<file path="src/rtl/probe_result_ema_aggregator_top_defines.svh">
// Assertion macros for the probe result EMA aggregator.
// No dependencies.
`ifndef PROBE_RESULT_EMA_AGGREGATOR_TOP_DEFINES_SVH
`define PROBE_RESULT_EMA_AGGREGATOR_TOP_DEFINES_SVH
// Property checked on every rising clock edge outside reset.
`define PRA_ASSERT(lbl, clk, rstn, prop) \
  lbl: assert property (@(posedge clk) disable iff (!rstn) prop) else $error("assertion failed");
// Signal never goes unknown outside reset.
`define PRA_KNOWN(lbl, clk, rstn, sig) \
  lbl: assert property (@(posedge clk) disable iff (!rstn) !$isunknown(sig)) \
    else $error("unknown value");
`endif

</file>
<file path="src/rtl/pra_pkg.sv">
// Shared types and constants for the probe result EMA aggregator.
// No dependencies.
`default_nettype none
package pra_pkg;
  localparam int unsigned MaxItems = 16;
  localparam int unsigned FracBits = 4;
  localparam logic [10:0] LossFull = 11'(100 << FracBits);
  localparam logic [1:0] ClsPeer = 2'd1;
  localparam logic [1:0] ClsGw = 2'd2;
  // ceil(2^27 / 10): exact divide by ten for dividends below 2^26
  localparam logic [23:0] DivTenRecip = 24'd13421773;
  localparam int unsigned DivTenShift = 27;

  typedef struct packed {
    logic        is_icmp;
    logic [1:0]  target_class;
    logic        probe_ok;
    logic [10:0] pkt_loss;
    logic [19:0] rtt_ms;
    logic [19:0] jit_ms;
    logic        last_of_cycle;
  } item_t;

  typedef struct packed {
    logic [19:0] gw_rtt_ema;
    logic [19:0] gw_jit_ema;
    logic [10:0] gw_loss_ema;
    logic [19:0] inet_rtt_ema;
    logic [19:0] peer_rtt_ema;
    logic [19:0] inet_jit_ema;
    logic [10:0] inet_loss_ema;
    logic [4:0]  peers_reached;
    logic [6:0]  valid_mask;
  } result_t;

  // Item available from the front queue.
  typedef struct packed {
    logic valid;
  } hs_t;
endpackage
`default_nettype wire

</file>
<file path="src/rtl/probe_result_ema_aggregator_top.sv">
// Probe result EMA aggregator: front queue, accumulator and cycle-end EMA engine.
// Ordinary items: one per cycle through the back engine while it is idle. A last
// item's result shows after 4 divisions and then 7 EMA steps; the engine takes no
// items until that result is popped. The divider yields one quotient bit per cycle.
// Reset (rst_ni, async, active low) clears queues, sums and unseeds all EMAs.
`default_nettype none
module probe_result_ema_aggregator_top (
  input  wire logic        clk_i,
  input  wire logic        rst_ni,
  input  wire logic        push,
  output logic             full,
  input  wire logic        is_icmp_i,
  input  wire logic [1:0]  target_class_i,
  input  wire logic        probe_ok_i,
  input  wire logic [10:0] pkt_loss_i,
  input  wire logic [19:0] rtt_ms_i,
  input  wire logic [19:0] jit_ms_i,
  input  wire logic        last_of_cycle_i,
  output logic             empty,
  input  wire logic        pop,
  output logic [19:0]      gw_rtt_ema_o,
  output logic [19:0]      gw_jit_ema_o,
  output logic [10:0]      gw_loss_ema_o,
  output logic [19:0]      inet_rtt_ema_o,
  output logic [19:0]      peer_rtt_ema_o,
  output logic [19:0]      inet_jit_ema_o,
  output logic [10:0]      inet_loss_ema_o,
  output logic [4:0]       peers_reached_o,
  output logic [6:0]       valid_mask_o
);
  import pra_pkg::*;
  item_t   in_item, q_item;
  hs_t     hs;
  logic    take;
  result_t res;
  logic    rv;

  assign in_item = '{is_icmp_i, target_class_i, probe_ok_i, pkt_loss_i,
                     rtt_ms_i, jit_ms_i, last_of_cycle_i};

  // Front: short queue decoupling arrivals from the engine.
  pra_front u_front (
    .clk_i, .rst_ni, .push_i(push), .full_o(full), .item_i(in_item),
    .item_o(q_item), .hs_o(hs), .take_i(take)
  );

  // Back: accumulation and cycle-end processing; result held until popped.
  pra_back u_back (
    .clk_i, .rst_ni, .item_i(q_item), .hs_i(hs), .take_o(take),
    .res_o(res), .res_valid_o(rv), .res_take_i(pop)
  );

  assign empty = !rv;
  assign gw_rtt_ema_o = res.gw_rtt_ema;
  assign gw_jit_ema_o = res.gw_jit_ema;
  assign gw_loss_ema_o = res.gw_loss_ema;
  assign inet_rtt_ema_o = res.inet_rtt_ema;
  assign peer_rtt_ema_o = res.peer_rtt_ema;
  assign inet_jit_ema_o = res.inet_jit_ema;
  assign inet_loss_ema_o = res.inet_loss_ema;
  assign peers_reached_o = res.peers_reached;
  assign valid_mask_o = res.valid_mask;
endmodule
`default_nettype wire

</file>
<file path="src/rtl/pra_front.sv">
// Input queue: two-entry FIFO holding accepted items.
// Depends on pra_pkg.
`default_nettype none
module pra_front (
  input  wire logic           clk_i,
  input  wire logic           rst_ni,
  input  wire logic           push_i,
  output logic                full_o,
  input  wire pra_pkg::item_t item_i,
  output pra_pkg::item_t      item_o,
  output pra_pkg::hs_t        hs_o,
  input  wire logic           take_i
);
  import pra_pkg::*;
  `include "probe_result_ema_aggregator_top_defines.svh"

  item_t      mem_q [2];
  logic       wp_q, rp_q;
  logic [1:0] cnt_q;
  logic       do_push, do_pop;

  assign full_o = cnt_q[1];
  assign do_push = push_i && !full_o;
  assign do_pop = take_i && cnt_q != 2'd0;
  assign item_o = mem_q[rp_q];
  assign hs_o.valid = cnt_q != 2'd0;

  always_ff @(posedge clk_i) begin
    if (do_push) mem_q[wp_q] <= item_i;
  end

  always_ff @(posedge clk_i or negedge rst_ni) begin
    if (!rst_ni) begin
      wp_q <= 1'b0; rp_q <= 1'b0; cnt_q <= 2'd0;
    end else begin
      if (do_push) wp_q <= ~wp_q;
      if (do_pop) rp_q <= ~rp_q;
      cnt_q <= cnt_q + 2'(do_push) - 2'(do_pop);
    end
  end

  `PRA_ASSERT(a_cnt_range, clk_i, rst_ni, cnt_q != 2'd3)
  `PRA_ASSERT(a_full_no_grow, clk_i, rst_ni, full_o && !do_pop |=> cnt_q == 2'd2)
  `PRA_ASSERT(a_pop_empty, clk_i, rst_ni, cnt_q == 2'd0 |=> cnt_q <= 2'd1)
endmodule
`default_nettype wire

</file>
<file path="src/rtl/pra_div.sv">
// Restoring divider, one quotient bit per cycle, rounds to nearest.
// Depends on pra_pkg.
`default_nettype none
module pra_div (
  input  wire logic        clk_i,
  input  wire logic        rst_ni,
  input  wire logic        start_i,
  input  wire logic [25:0] num_i,
  input  wire logic [4:0]  den_i,
  output logic             done_o,
  output logic [25:0]      quo_o
);
  import pra_pkg::*;
  logic [25:0] n_q, q_q;
  logic [5:0]  r_q;
  logic [4:0]  d_q;
  logic [4:0]  i_q;
  logic        busy_q;
  logic [5:0]  r_sh;

  assign r_sh = {r_q[4:0], n_q[25]};
  assign quo_o = q_q;

  always_ff @(posedge clk_i or negedge rst_ni) begin
    if (!rst_ni) begin
      busy_q <= 1'b0; done_o <= 1'b0; i_q <= 5'd0;
      n_q <= '0; q_q <= '0; r_q <= '0; d_q <= '0;
    end else begin
      done_o <= 1'b0;
      if (start_i) begin
        busy_q <= 1'b1; i_q <= 5'd25;
        n_q <= num_i + 26'(den_i[4:1]); d_q <= den_i; r_q <= '0; q_q <= '0;
      end else if (busy_q) begin
        n_q <= {n_q[24:0], 1'b0};
        if (r_sh >= {1'b0, d_q}) begin
          r_q <= r_sh - {1'b0, d_q}; q_q <= {q_q[24:0], 1'b1};
        end else begin
          r_q <= r_sh; q_q <= {q_q[24:0], 1'b0};
        end
        if (i_q == 5'd0) begin
          busy_q <= 1'b0; done_o <= 1'b1;
        end else i_q <= i_q - 5'd1;
      end
    end
  end
endmodule
`default_nettype wire

</file>
<file path="src/rtl/pra_back.sv">
// Back engine: accumulates items, and at cycle end forms means and EMAs.
// Depends on pra_pkg and pra_div.
`default_nettype none
module pra_back (
  input  wire logic             clk_i,
  input  wire logic             rst_ni,
  input  wire pra_pkg::item_t   item_i,
  input  wire pra_pkg::hs_t     hs_i,
  output logic                  take_o,
  output pra_pkg::result_t      res_o,
  output logic                  res_valid_o,
  input  wire logic             res_take_i
);
  import pra_pkg::*;
  `include "probe_result_ema_aggregator_top_defines.svh"

  typedef enum logic [4:0] {
    S_IDLE = 5'b00001, S_DIV = 5'b00010, S_WAIT = 5'b00100,
    S_EMA = 5'b01000, S_OUT = 5'b10000
  } state_e;
  state_e st_q;

  logic [19:0] e_q [7];  // 0 lp,1 lj,2 ll,3 np,4 nd,5 nj,6 nl
  logic [6:0]  seed_q;
  logic [24:0] s_rtt_q, s_jit_q, s_peer_q;
  logic [14:0] s_loss_q;
  logic [4:0]  c_ok_q, c_pr_q, c_ic_q, c_ls_q;
  logic [10:0] gw_loss_q;
  logic [19:0] gw_ping_q, gw_jit_q;
  logic [1:0]  gw_seen_q;
  logic [19:0] x_q [7];
  logic [6:0]  upd_q;
  logic [1:0]  di_q;
  logic [2:0]  ei_q;
  logic        dstart;
  logic        ddone;
  logic [25:0] dnum, dquo;
  logic [4:0]  dden;
  logic [10:0] loss;
  logic [1:0]  cls;
  logic        idle_take;
  logic [23:0] mix_sum;
  logic [47:0] mix_prod;
  logic [19:0] ema_mix;

  assign loss = (item_i.pkt_loss > LossFull) ? LossFull : item_i.pkt_loss;
  assign cls = (item_i.target_class == 2'd3) ? 2'd0 : item_i.target_class;
  assign idle_take = st_q == S_IDLE && hs_i.valid;
  assign take_o = idle_take;
  assign res_valid_o = st_q == S_OUT;

  always_comb begin
    dnum = '0; dden = c_ok_q;
    unique case (di_q)
      2'd0: begin dnum = 26'(s_rtt_q); dden = c_ok_q; end
      2'd1: begin dnum = 26'(s_jit_q); dden = c_ok_q; end
      2'd2: begin dnum = 26'(s_peer_q); dden = c_pr_q; end
      default: begin dnum = 26'(s_loss_q); dden = c_ls_q; end
    endcase
  end

  pra_div u_div (
    .clk_i, .rst_ni, .start_i(dstart), .num_i(dnum), .den_i(dden),
    .done_o(ddone), .quo_o(dquo)
  );

  assign dstart = st_q == S_DIV;
  // round((7*old + 3*new) / 10), divide by ten through the reciprocal
  assign mix_sum = 24'(e_q[ei_q]) * 24'd7 + 24'(x_q[ei_q]) * 24'd3 + 24'd5;
  assign mix_prod = 48'(mix_sum) * 48'(DivTenRecip);
  assign ema_mix = mix_prod[DivTenShift+19:DivTenShift];

  always_ff @(posedge clk_i or negedge rst_ni) begin
    if (!rst_ni) begin
      st_q <= S_IDLE; seed_q <= '0; upd_q <= '0; di_q <= '0; ei_q <= '0;
      s_rtt_q <= '0; s_jit_q <= '0; s_peer_q <= '0; s_loss_q <= '0;
      c_ok_q <= '0; c_pr_q <= '0; c_ic_q <= '0; c_ls_q <= '0;
      gw_loss_q <= '0; gw_ping_q <= '0; gw_jit_q <= '0; gw_seen_q <= '0;
      for (int i = 0; i < 7; i++) begin e_q[i] <= '0; x_q[i] <= '0; end
    end else begin
      unique case (st_q)
        S_IDLE: if (idle_take) begin
          if (item_i.is_icmp) begin
            if (cls == ClsGw) begin
              gw_loss_q <= loss; gw_seen_q[0] <= 1'b1;
              if (item_i.probe_ok) begin
                gw_ping_q <= item_i.rtt_ms; gw_jit_q <= item_i.jit_ms;
                gw_seen_q[1] <= 1'b1;
              end
            end else if (c_ic_q < 5'(MaxItems)) begin
              c_ic_q <= c_ic_q + 5'd1;
              if (!(loss >= LossFull && cls == ClsPeer)) begin
                s_loss_q <= s_loss_q + 15'(loss); c_ls_q <= c_ls_q + 5'd1;
              end
              if (item_i.probe_ok) begin
                s_rtt_q <= s_rtt_q + 25'(item_i.rtt_ms);
                s_jit_q <= s_jit_q + 25'(item_i.jit_ms);
                c_ok_q <= c_ok_q + 5'd1;
                if (cls == ClsPeer) begin
                  c_pr_q <= c_pr_q + 5'd1; s_peer_q <= s_peer_q + 25'(item_i.rtt_ms);
                end
              end
            end
          end
          if (item_i.last_of_cycle) begin
            di_q <= 2'd0; st_q <= S_DIV;
          end
        end
        S_DIV: begin
          st_q <= S_WAIT;
        end
        S_WAIT: if (ddone) begin
          unique case (di_q)
            2'd0: x_q[3] <= dquo[19:0];
            2'd1: x_q[5] <= dquo[19:0];
            2'd2: x_q[4] <= dquo[19:0];
            default: x_q[6] <= dquo[19:0];
          endcase
          if (di_q == 2'd3) begin
            x_q[0] <= gw_ping_q; x_q[1] <= gw_jit_q; x_q[2] <= 20'(gw_loss_q);
            upd_q <= {c_ic_q != 5'd0 && c_ls_q != 5'd0, c_ic_q != 5'd0 && c_ok_q != 5'd0,
                      c_ic_q != 5'd0 && c_pr_q != 5'd0, c_ic_q != 5'd0 && c_ok_q != 5'd0,
                      gw_seen_q[0], gw_seen_q[1], gw_seen_q[1]};
            ei_q <= 3'd0; st_q <= S_EMA;
          end else begin
            di_q <= di_q + 2'd1; st_q <= S_DIV;
          end
        end
        S_EMA: begin
          if (upd_q[ei_q]) begin
            e_q[ei_q] <= seed_q[ei_q] ? ema_mix : x_q[ei_q];
            seed_q[ei_q] <= 1'b1;
          end
          if (ei_q == 3'd6) begin
            st_q <= S_OUT;
          end else ei_q <= ei_q + 3'd1;
        end
        S_OUT: begin
          if (res_take_i) begin
            st_q <= S_IDLE;
            s_rtt_q <= '0; s_jit_q <= '0; s_peer_q <= '0; s_loss_q <= '0;
            c_ok_q <= '0; c_pr_q <= '0; c_ic_q <= '0; c_ls_q <= '0;
            gw_loss_q <= '0; gw_ping_q <= '0; gw_jit_q <= '0; gw_seen_q <= '0;
          end
        end
        default: st_q <= S_IDLE;
      endcase
    end
  end

  // Result formed from EMAs after the update pass.
  always_comb begin
    res_o = '0;
    if (gw_seen_q[0]) begin
      res_o.gw_rtt_ema = seed_q[0] ? e_q[0] : 20'd0;
      res_o.gw_jit_ema = seed_q[1] ? e_q[1] : 20'd0;
      res_o.gw_loss_ema = e_q[2][10:0];
      res_o.valid_mask[2:0] = {1'b1, seed_q[1], seed_q[0]};
    end
    if (c_ic_q != 5'd0) begin
      res_o.inet_rtt_ema = seed_q[3] ? e_q[3] : 20'd0;
      res_o.peer_rtt_ema = seed_q[4] ? e_q[4] : 20'd0;
      res_o.inet_loss_ema = seed_q[6] ? e_q[6][10:0] : 11'd0;
      res_o.inet_jit_ema = seed_q[5] ? e_q[5] : 20'd0;
      res_o.peers_reached = c_pr_q;
      res_o.valid_mask[6:3] = {1'b1, seed_q[6], seed_q[4], seed_q[3]};
    end
  end

  `PRA_ASSERT(a_onehot, clk_i, rst_ni, $onehot(st_q))
  `PRA_ASSERT(a_no_take_busy, clk_i, rst_ni, st_q != S_IDLE |-> !take_o)
  `PRA_ASSERT(a_out_hold, clk_i, rst_ni, st_q == S_OUT && !res_take_i |=> st_q == S_OUT)
endmodule
`default_nettype wire

</file>
<file path="config.mk">
export PLATFORM = sky130hd
export DESIGN_NAME = probe_result_ema_aggregator_top
export DESIGN_NICKNAME = d
export VERILOG_FILES = /design/src/rtl/pra_pkg.sv /design/src/rtl/probe_result_ema_aggregator_top.sv /design/src/rtl/pra_front.sv /design/src/rtl/pra_div.sv /design/src/rtl/pra_back.sv
export VERILOG_INCLUDE_DIRS = /design/src /design/src/rtl
export SDC_FILE = /design/constraint.sdc
export NUM_CORES = 2
export LEC_CHECK = 0
export ABC_AREA = 1
export BUFFER_PORTS_ARGS = -buffer_cell sky130_fd_sc_hd__buf_2
export CORE_MARGIN = 4
export CORE_UTILIZATION = 40
export CTS_BUF_LIST = sky130_fd_sc_hd__clkbuf_8 sky130_fd_sc_hd__clkbuf_16
export CTS_CLUSTER_DIAMETER = 100
export DETAILED_ROUTE_END_ITERATION = 12
export SLEW_MARGIN = 30
export SYNTH_ARGS = -nofsm -noshare
export SYNTH_HDL_FRONTEND = slang
export SYNTH_SLANG_ARGS = --single-unit
</file>
<file path="constraint.sdc">
create_clock -name clk_i -period 14.9 [get_ports clk_i]
set_clock_uncertainty 0.1 [all_clocks]
set_input_delay 1.49 -clock clk_i [delete_from_list [all_inputs] [get_ports clk_i]]
set_output_delay 1.49 -clock clk_i [all_outputs]
set_load 0.02 [all_outputs]
</file>
==> out/results.txt <==
Run status -> completed
Vias per cell -> 5.29
Worst IR Drop VDD -> 130 uV
CTS resizes -> 0
Fraction of layout instances using a drive strength above 1 -> 0.0760
Cell area after synthesis -> 46,800 um2
Slew at the pin closest to its max-slew limit -> 1000 ps
Detailed Place HPWL -> 119,000 um
Initial cell density of the core -> 0.403
Final setup fails -> 0
Net count after synthesis -> 6,472
# placed instances -> 7,338
Post-synthesis cell count -> 5,741
Capturing element type of the critical path -> flop
XOR/XNOR Fraction of Synth Area -> 0.0180
Post-Synth Simple-Gate Area -> 0.195
Insertion delay of the later-clocked pin in the worst-skew pair -> 660 ps
Final routed DRC violation total -> 0
Post-route clock period utilization -> 0.868
Warning count from the yosys run -> 0
Post-synth EDFFs -> 112
Synthesized flop and latch total -> 635
TNS Setup -> 0 ps
Total power of the final layout -> 7.48 mW
# hold bufs at CTS -> 0
Vias post-DR -> 39,500
Compound-gate portion of the synthesized area -> 0.111
Total die area -> 123,000 um2
Worst Path Required -> 15,340 ps
Slowest cell on the critical path -> xor2_1
Chip Height -> 350 um
Ports -> 196
Number of iterations in the first detailed-routing pass -> 6
Setup ws final -> 1970 ps
Share of the synthesized area in the top cell type -> 0.279
Category of the most critical setup path -> flop to flop
Core Rows -> 125
Synth top area cells -> dfrtp_1, fa_1, nand2_1, ha_1, inv_1
Adder-Cell Fraction of Synth Area -> 0.224
Global route total overflow -> 0
Area overhead of the layout relative to synthesis -> 10.8%
Drt total wl -> 154,000 um
Maximum fanout along the worst path -> 23
Worst slew margin -> 0.331
Post-CTS setup buffers -> 0
Dpl ws -> 2160 ps
Biggest cell delay along the critical path -> 770 ps
Fmax -> 0.0773 GHz
Number of fill cells in the layout -> 11,600
Distinct cell type count of the synthesized netlist -> 64
Startpoint type of the worst setup path -> flop
Setup repair after global routing missed its margin -> false
Syn Area/Cell -> 8.15 um2
Sequential share of the synthesized area -> 0.352
Async set or reset register ratio after synthesis -> 0.824
Crit path arrival time -> 13,370 ps
Dominant cell by count in the synthesized netlist -> nand2_1
Area inside the core boundary -> 116,000 um2
Iter 0 DRT Violations -> 3,643
Period minus WS final -> 12,930 ps
Htree depth -> 3
Dominant synthesized flop cell -> dfrtp_1
Number of nets still failing antenna checks after routing -> 0
Pin count of the biggest net entering global routing -> 161
Fin cells -> 7,473
CTS sink cnt -> 635
Number of hold violations in the final report -> 0
Maximum number of buffers from clock root to sink -> 3
Mean routed wirelength per cell -> 20.6 um
Synth top cells by count -> nand2_1, inv_1, dfrtp_1
First-pass GRT wire length -> 235,000 um
Max-slew violation count -> 0
Max-cap viol count -> 0
Final Core Density -> 0.446
Inserted Clock Buffers -> 72
Most frequent cell on the critical path -> fa_1
Leakage component of the power -> 27.1 nW
Die Wd -> 350 um
Number of global-route vias before repair -> 39,100
CTS tree -> yes
IO Port Bufs -> 195
Post-layout net count -> 6,620
Number of antenna violations at the first check in global routing -> 3
Global-route usage over all layers -> 0.250
Multiplexer area fraction after synthesis -> 0.00128
Path type of the worst min-delay path -> flop to flop
Clock slew seen by the registers of the worst setup and hold paths -> 60 ps
Cell taking the most area after synthesis -> dfrtp_1
Cell area power density -> 144 nW/um2
GP Congestion -> 0.966
Clock root buffer master -> clkbuf_16
Largest family of logic cells by synthesized area -> adder cells
[registers in the layout, indices dropped and copies added (netlist names), 11 cells and up]
name                count
u_back.s_jit_q         25
u_back.s_loss_q        15
u_back.s_peer_q        25
u_back.gw_jit_q        20
u_back.gw_loss_q       11
u_back.s_rtt_q         25
u_back.x_q            131
u_front.mem_q         112
u_back.u_div.quo_o     20
u_back.e_q            140
u_back.u_div.n_q       26
u_back.gw_ping_q       20
[final timing paths]
check	slack (ps)	startpoint	cells after the start	end
max	1970	u_back.ei_q[0]	45	u_back.e_q[93]
min	350	u_back.seed_q[2]	2	u_back.seed_q[2]
max reg2reg	1970	u_back.ei_q[0]	45	u_back.e_q[93]
min reg2reg	350	u_back.seed_q[2]	2	u_back.seed_q[2]
max in group asynchronous	11880	rst_ni	4	u_back.gw_ping_q[18]
min in group asynchronous	710	rst_ni	1	u_front.wp_q
[through the flow]
stage               hold slack [ps]  instance area, um2
detailed placement              341               49400
finish                          354               51900
CTS                             355               51800
global placement                341               49300
global route                    390               51900
floorplan                       322               46800
[kinds of logic (layout without fill, tap and decap cells)]
kind of cell,Yosys count,after routing
compound gates,904,904
buf+inv,1197,1403
fa+ha+maj,671,671
other cells,0,2
simple gates,2232,2232
mux,6,6
xor+xnor,96,96
flops,635,635
[where the power goes]
part	switching (mW)	total, mW	leakage, nW	internal [mW]
clock network	0.770	1.83	1.28	1.06
logic	2.25	3.29	17.9	1.03
registers	0.211	2.36	7.96	2.15
total	3.24	7.48	27.1	4.24
[worst max-delay path: cells and delay by family, from the launching register on]
kind                       cells  cell delay (ps)
and+or+nand+nor               16             2730
buffers and inverters          9             1210
adders and majority gates     13             5780
AOI/OAI and AO/OA              5             1460
DFF                            1              590
xor gates and xnor gates       2              960
[layer usage]
layer,global-route usage,wire length (um),vias to the layer above
met4,0.0982,6630,2
met5,0,14,-
li1,-,-,18600
met1,0.338,65700,19200
met3,0.0327,10100,275
met2,0.411,71300,1412
[layout make-up]
type	instances	area [um2]	share of cell area
sequential	635	16500	0.317
tap	1524	1910	0.0368
multi-input combinational	3909	25800	0.497
antenna	2	5.00	0.0000965
timing repair buffer	242	1380	0.0267
clock inverter	43	397	0.00765
clock buffer	89	2060	0.0397
inverter	1029	3860	0.0745
[cell usage in the layout (no fill, tap or decap), types with 42 or more instances in the layout]
cell type and instances:
buf_2 194, nand2_1 1447, edfxtp_1 112, nor2_1 404
o22ai_1 109, ha_1 391, clkbuf_16 74, a21oi_1 212
nand4_1 57, fa_1 280, dfrtp_1 521, xor2_1 55
buf_4 42, nand3_1 203, inv_1 1019, o21ai_0 379
Note: power is estimated with default switching activity, not from simulation.
